### src/hw/rtl/lpd_pkg.sv
// ----------------------------------------------------------------------------
// lpd_pkg
// Shared types and constants for the length-prefix deframer.
// ----------------------------------------------------------------------------
package lpd_pkg;

   // Width of the accumulated message length (kept modulo 2^LEN_BITS)
   localparam int LEN_BITS = 32;

   localparam int BYTE_BITS  = 8;
   localparam int LIMIT_BITS = 9;

   localparam logic [LIMIT_BITS-1:0] LIMIT_RESET = 9'd256;

   typedef enum logic [2:0] {
      PH_HEADER  = 3'b001,
      PH_LENGTH  = 3'b010,
      PH_PAYLOAD = 3'b100
   } phase_type;

   typedef enum logic [1:0] {
      KIND_PAYLOAD  = 2'd0,
      KIND_EMPTY    = 2'd1,
      KIND_BADCOUNT = 2'd2,
      KIND_ABORT    = 2'd3
   } kind_type;

   typedef struct packed {
      kind_type             kind;
      logic [BYTE_BITS-1:0] payload_byte;
      logic                 last;
   } result_type;

endpackage

### src/hw/rtl/lpd_parser.sv
// ----------------------------------------------------------------------------
// lpd_parser
// Header/length/payload state machine; produces at most one result per byte.
// ----------------------------------------------------------------------------
module lpd_parser (
   input  logic                                clock,
   input  logic                                reset,
   input  logic                                accept,
   input  logic [lpd_pkg::BYTE_BITS-1:0]       rx_byte,
   input  logic                                abort,
   input  logic                                csr_wr_en,
   input  logic [lpd_pkg::LIMIT_BITS-1:0]      csr_wr_data,
   output logic                                push,
   output lpd_pkg::result_type                 push_data
);

   lpd_pkg::phase_type                    phase_ff, phase_in;
   logic [lpd_pkg::BYTE_BITS-1:0]         header_left_ff, header_left_in;
   logic [lpd_pkg::LEN_BITS-1:0]          msg_len_ff, msg_len_in;
   logic [lpd_pkg::LIMIT_BITS-1:0]        count_limit_ff;

   logic [lpd_pkg::LEN_BITS+lpd_pkg::BYTE_BITS-1:0] len_shift;
   logic [lpd_pkg::LEN_BITS-1:0]          len_acc;
   logic [lpd_pkg::LEN_BITS-1:0]          len_dec;
   logic [lpd_pkg::BYTE_BITS-1:0]         left_dec;
   logic                                  has_result;

   assign len_shift = {msg_len_ff, rx_byte};
   assign len_acc   = len_shift[lpd_pkg::LEN_BITS-1:0];
   assign len_dec   = msg_len_ff - {{(lpd_pkg::LEN_BITS-1){1'b0}}, 1'b1};
   assign left_dec  = header_left_ff - 8'd1;

   always_comb begin
      phase_in       = phase_ff;
      header_left_in = header_left_ff;
      msg_len_in     = msg_len_ff;
      has_result     = 1'b0;
      push_data      = '{kind: lpd_pkg::KIND_PAYLOAD, payload_byte: '0, last: 1'b0};

      if (abort) begin
         phase_in       = lpd_pkg::PH_HEADER;
         header_left_in = '0;
         msg_len_in     = '0;
         has_result     = 1'b1;
         push_data.kind = lpd_pkg::KIND_ABORT;
      end else begin
         unique case (phase_ff)
            lpd_pkg::PH_LENGTH: begin
               msg_len_in     = len_acc;
               header_left_in = left_dec;
               if (left_dec == '0) begin
                  if (len_acc == '0) begin
                     phase_in       = lpd_pkg::PH_HEADER;
                     msg_len_in     = '0;
                     has_result     = 1'b1;
                     push_data.kind = lpd_pkg::KIND_EMPTY;
                  end else begin
                     phase_in = lpd_pkg::PH_PAYLOAD;
                  end
               end
            end
            lpd_pkg::PH_PAYLOAD: begin
               msg_len_in             = len_dec;
               has_result             = 1'b1;
               push_data.payload_byte = rx_byte;
               if (len_dec == '0) begin
                  phase_in       = lpd_pkg::PH_HEADER;
                  header_left_in = '0;
                  push_data.last = 1'b1;
               end
            end
            default: begin
               // header wait; also recovers from an illegal phase code
               header_left_in = '0;
               msg_len_in     = '0;
               phase_in       = lpd_pkg::PH_HEADER;
               if ({1'b0, rx_byte} >= count_limit_ff) begin
                  has_result     = 1'b1;
                  push_data.kind = lpd_pkg::KIND_BADCOUNT;
               end else if (rx_byte == '0) begin
                  has_result     = 1'b1;
                  push_data.kind = lpd_pkg::KIND_EMPTY;
               end else begin
                  phase_in       = lpd_pkg::PH_LENGTH;
                  header_left_in = rx_byte;
               end
            end
         endcase
      end
   end

   assign push = accept & has_result;

   always_ff @(posedge clock) begin
      if (reset) begin
         phase_ff       <= lpd_pkg::PH_HEADER;
         header_left_ff <= '0;
         msg_len_ff     <= '0;
      end else if (accept) begin
         phase_ff       <= phase_in;
         header_left_ff <= header_left_in;
         msg_len_ff     <= msg_len_in;
      end
   end

   always_ff @(posedge clock) begin
      if (reset) begin
         count_limit_ff <= lpd_pkg::LIMIT_RESET;
      end else if (csr_wr_en) begin
         count_limit_ff <= csr_wr_data;
      end
   end

   // An accepted abort always lands back in header wait
   assert property (@(posedge clock) disable iff (reset)
      accept && abort |=> phase_ff == lpd_pkg::PH_HEADER)
      else $error("abort did not return to header wait");

   // Payload phase never holds a zero remaining count
   assert property (@(posedge clock) disable iff (reset)
      phase_ff == lpd_pkg::PH_PAYLOAD |-> msg_len_ff != '0)
      else $error("payload phase with zero bytes left");

   // Length phase always has length bytes outstanding
   assert property (@(posedge clock) disable iff (reset)
      phase_ff == lpd_pkg::PH_LENGTH |-> header_left_ff != '0)
      else $error("length phase with no length bytes left");

endmodule

### src/hw/rtl/lpd_out_buf.sv
// ----------------------------------------------------------------------------
// lpd_out_buf
// Result register with a skid stage; decouples input ready from rsp_ready.
// ----------------------------------------------------------------------------
module lpd_out_buf (
   input  logic                 clock,
   input  logic                 reset,
   input  logic                 push,
   input  lpd_pkg::result_type  push_data,
   output logic                 space,
   output logic                 out_valid,
   input  logic                 out_ready,
   output lpd_pkg::result_type  out_data
);

   logic                out_valid_ff;
   logic                skid_valid_ff;
   lpd_pkg::result_type out_data_ff;
   lpd_pkg::result_type skid_data_ff;
   logic                pop;

   assign pop       = out_valid_ff & out_ready;
   assign space     = ~skid_valid_ff;
   assign out_valid = out_valid_ff;
   assign out_data  = out_data_ff;

   always_ff @(posedge clock) begin
      if (reset) begin
         out_valid_ff  <= 1'b0;
         skid_valid_ff <= 1'b0;
      end else if (pop) begin
         if (skid_valid_ff) begin
            skid_valid_ff <= 1'b0;
         end else begin
            out_valid_ff <= push;
         end
      end else if (push) begin
         if (out_valid_ff) begin
            skid_valid_ff <= 1'b1;
         end else begin
            out_valid_ff <= 1'b1;
         end
      end
   end

   always_ff @(posedge clock) begin
      if (pop && skid_valid_ff) begin
         out_data_ff <= skid_data_ff;
      end else if (push && (pop || !out_valid_ff)) begin
         out_data_ff <= push_data;
      end
      if (push && out_valid_ff && !pop) begin
         skid_data_ff <= push_data;
      end
   end

   // Skid entry only exists behind a full output register
   assert property (@(posedge clock) disable iff (reset)
      skid_valid_ff |-> out_valid_ff)
      else $error("skid holds data while output register is empty");

   // A held skid entry moves forward on the next pop
   assert property (@(posedge clock) disable iff (reset)
      pop && skid_valid_ff |=> out_valid_ff && !skid_valid_ff)
      else $error("skid entry not advanced");

   // last only ever accompanies a payload byte
   assert property (@(posedge clock) disable iff (reset)
      out_valid_ff && out_data_ff.last |-> out_data_ff.kind == lpd_pkg::KIND_PAYLOAD)
      else $error("last set on a non-payload result");

endmodule

### src/hw/rtl/length_prefix_deframer.sv
// ----------------------------------------------------------------------------
// length_prefix_deframer
// Splits a byte stream of count/length/payload framed messages.
// ----------------------------------------------------------------------------
// Takes one stream byte per clock while req_ready is high. Each message is
// a count byte, that many big-endian length bytes, then the payload; every
// payload byte comes out with rsp_last on the final one, a zero length
// gives an empty-message result, a count byte at or above csr_wr_data's
// last written limit (reset 256) gives an error result, and req_abort
// drops the message in progress and reports it. Each byte is parsed
// combinationally and its result is registered; a result register plus
// one skid entry keep req_ready high until two results are waiting, so
// the sustained rate is one byte per clock whenever rsp_ready is high.
module length_prefix_deframer (
   input  logic                               clock,
   input  logic                               reset,
   input  logic                               req_valid,
   output logic                               req_ready,
   input  logic [lpd_pkg::BYTE_BITS-1:0]      req_rx_byte,
   input  logic                               req_abort,
   output logic                               rsp_valid,
   input  logic                               rsp_ready,
   output logic [1:0]                         rsp_kind,
   output logic [lpd_pkg::BYTE_BITS-1:0]      rsp_payload_byte,
   output logic                               rsp_last,
   input  logic                               csr_wr_en,
   input  logic [lpd_pkg::LIMIT_BITS-1:0]     csr_wr_data
);

   logic                accept;
   logic                push;
   logic                space;
   lpd_pkg::result_type push_data;
   lpd_pkg::result_type out_data;

   assign req_ready = space;
   assign accept    = req_valid & space;

   lpd_parser u_parser (
      .clock       (clock),
      .reset       (reset),
      .accept      (accept),
      .rx_byte     (req_rx_byte),
      .abort       (req_abort),
      .csr_wr_en   (csr_wr_en),
      .csr_wr_data (csr_wr_data),
      .push        (push),
      .push_data   (push_data)
   );

   lpd_out_buf u_out_buf (
      .clock     (clock),
      .reset     (reset),
      .push      (push),
      .push_data (push_data),
      .space     (space),
      .out_valid (rsp_valid),
      .out_ready (rsp_ready),
      .out_data  (out_data)
   );

   assign rsp_kind         = out_data.kind;
   assign rsp_payload_byte = out_data.payload_byte;
   assign rsp_last         = out_data.last;

endmodule

### config.mk
export PLATFORM = sky130hd
export DESIGN_NAME = length_prefix_deframer
export DESIGN_NICKNAME = d
export VERILOG_FILES = /design/src/hw/rtl/lpd_pkg.sv /design/src/hw/rtl/lpd_parser.sv /design/src/hw/rtl/lpd_out_buf.sv /design/src/hw/rtl/length_prefix_deframer.sv
export SDC_FILE = /design/constraint.sdc
export NUM_CORES = 1
export LEC_CHECK = 0
export BUFFER_PORTS_ARGS = -buffer_cell sky130_fd_sc_hd__buf_2
export CAP_MARGIN = 20
export CORE_AREA = 10 10 100 102
export CTS_CLUSTER_DIAMETER = 150
export DETAILED_ROUTE_END_ITERATION = 7
export DIE_AREA = 0 0 110 112
export PLACE_DENSITY_LB_ADDON = 0.3
export SYNTH_ARGS = -nofsm -noshare
export SYNTH_HDL_FRONTEND = slang
export SYNTH_SLANG_ARGS = --single-unit
### constraint.sdc
create_clock -name clock -period 4.25 [get_ports clock]
set_input_delay 1.275 -clock clock [delete_from_list [all_inputs] [get_ports clock]]
set_output_delay 1.275 -clock clock [all_outputs]
set_load 0.005 [all_outputs]
==> run_results.csv <==
group,metric,value,unit
run_status,status,"complete, no violations",
floorplan,rows,33,
critical_path,cp.arrival,3620,ps
yosys,synth_area_leaders,"dfxtp_1 (23%), edfxtp_1 (14%), nor2_1 (6.2%)",
clock_tree,root_buffer,"clkbuf_8",
power,power_density,308,nW/um2
clock_tree,cts_buffer_depth,2,
timing,fin_skew,7.36,ps
clock_tree,cts.sinks,76,
grt,grt_pass1_vias,4043,
power,p_leak,2.08,nW
clock_tree,cts_buffers,9,
yosys,yosysWarnings,0,
route,vias,4321,
yosys,ys_ff_latch,76,
critical_path,crit_path_cell_trace,"buf_2 > or4_1 > nor2_1 > nand4_1 > nor2_1 > and2_1 > o21bai_1 > a22oi_1",
grt,grt_antenna_before_repair,0,
yosys,syn-instance-count,555,
place,place_worst_setup_slack,260,ps
clock_tree,cts_max_level,3,
floorplan,die_w,110,um
finish,drive_gt1_share,15.3,%
grt,grt_overflow,0,
critical_path,critPathLaunchType,"input port",
place,hpwl,8.89,mm
route,routedWlPerCell,18.4,um
clock_tree,insertion_delay,360,ps
finish,final_area,5170,um2
timing,hold_viol_final,0,
route,drt_iter0_markers,418,
finish,final_nets,604,
place,placedCellCount,663,
timing,report.final.slew_viol_count,0,
clock_tree,postCtsSetupBuffers,0,
floorplan,num_io_pins,36,
finish,final_util,64.2,%
clock_tree,cts.repair.resized,0,
yosys,synth_top_area_cell,"dfxtp_1",
grt,grt_pass1_wl,20.6,mm
place,portBuffers,35,
yosys,async_reset_ff_share,0,%
finish,fin_cells,679,
clock_tree,cts_hold_buf,0,
floorplan,die_h,112,um
finish,final_cell_mix,"nor2_1 (77), dfxtp_1 (54), nand2_1 (45)",
grt,track_usage,20.5,%
power,power,1.59,mW
critical_path,crit_top_cell,"nor2_1",
timing,timing.final.crit_share,85.7,%
critical_path,cp_slowest_cell,"a22oi_1",
finish,syn_to_final_growth,9.06,%
floorplan,dieArea,12300,um2
place,placed_cell_area,4930,um2
job,max_cap_viol_count,0,
clock_tree,clk_pin_slew,80,ps
timing,slew_headroom,31.1,%
timing,setup_tns,0,ps
yosys,syn_avg_cell_area,8.54,um2
timing,tightest_slew,1030,ps
critical_path,cp-end-kind,"register",
timing,grt_setup_unrepaired,"no",
yosys,synth_top_area_share,22.8,%
finish,n_fill_cell,703,
yosys,synth_edf_count,22,
timing,finalSetupViolCount,0,
yosys,syn_nets,590,
grt,grt_max_degree,55,
finish,final_common_cell,"nor2_1",
route,viasPerCell,6.36,
route,routed_wl,12.5,mm
min_path,hp-class,"register to register",
critical_path,worst-path-max-fanout,11,
timing,max_freq,274,MHz
critical_path,required,4230,ps
place,finalWeightedCongestion,0.923,
finish,diodes,0,
yosys,synth-seq-area-share,36.8,%
yosys,synthDistinctLibCells,70,
timing,whs,500,ps
yosys,netlist_area,4740,um2
floorplan,initial_core_util,58.9,%
floorplan,coreArea,8050,um2
yosys,synth-main-ff-cell,"dfxtp_1",
route,drt_pass1_iterations,5,
critical_path,criticalPathCategory,"input port to register",
clock_tree,cts_tree,"done",
route,ant_nets,0,
critical_path,slowest_delay,800,ps
timing,fin_crit,3640,ps
power,ir_drop,126,uV
timing,setup_ws,606,ps
route,drc,0,
==> where the power goes <==
group,switching (mW),leakage (nW),internal (mW),total (mW)
clock network,0.283,0.119,0.369,0.652
logic,0.0981,1.32,0.0638,0.162
registers,0.0156,0.637,0.763,0.779
==> flip-flops by register name, indices dropped and copies added (netlist names) <==
register	flops
u_parser.header_left_ff	8
u_out_buf.skid_data_ff	11
u_out_buf.out_valid	1
u_out_buf.skid_valid_ff	1
u_parser.phase_ff	3
u_parser.count_limit_ff	9
u_out_buf.out_data	11
u_parser.msg_len_ff	32
==> path summary, 6_finish.rpt <==
check / from / end / slack [ps] / depth (start not counted)
worst max-delay path: req_rx_byte[7] / u_out_buf.out_data[4] / 610 / 8
worst min-delay path: u_parser.count_limit_ff[4] / u_parser.count_limit_ff[4] / 500 / 2
worst max register to register: u_parser.msg_len_ff[0] / u_out_buf.out_data[4] / 630 / 9
worst min register to register: u_parser.count_limit_ff[4] / u_parser.count_limit_ff[4] / 500 / 2
==> cell type report <==
type	instances	area, um2	share of cell area (%)
Clock buffer	11	153	2.95
Clock inverter	5	82.6	1.60
Inverter	17	63.8	1.23
Multi-Input combinational cell	423	2770	53.6
Sequential cell	76	1740	33.7
Tap cell	105	131	2.54
Timing Repair Buffer	42	228	4.41
==> critical path: cells and delay by family <==
family / cells / cell delay (ps)
compound gates: 2 / 930
buf+inv: 1 / 130
simple gates: 5 / 1280
==> routing by layer <==
| metal | global-route usage, % | wire (um) |
|---|---|---|
| met2 | 30.6 | 5710 |
| met3 | 4.04 | 843 |
| met5 | 0 | 0 |
| met1 | 27.2 | 5480 |
| met4 | 10.2 | 481 |
==> cell usage after synthesis, types with 5 or more instances <==
cell and number:
nor2_1 78, dfxtp_1 54, nand2_1 45, o21ai_0 37
a22oi_1 35, clkbuf_1 28, nor3_1 25, edfxtp_1 22
xnor2_1 18, inv_1 17, xor2_1 13, ha_1 12
nand4_1 12, and2_1 11, mux2_2 10, mux2i_1 10
or4_1 9, nor4_1 8, a21oi_1 6, a221oi_1 6
nand3_1 6, nor3b_1 6, buf_2 5
==> logic make-up (layout without fill, tap and decap cells) <==
group,count (synthesis),count (layout),share of synthesized area [%]
AND/OR/NAND/NOR,237,237,27.0
AO/OA/AOI/OAI,122,122,17.7
flip-flops,76,76,36.8
buffers and inverters,56,75,4.99
XOR/XNOR,31,31,5.73
multiplexers,21,21,4.73
adder cells (fa/ha/maj),12,12,3.17
No activity file was read; power rests on OpenSTA's default activity.
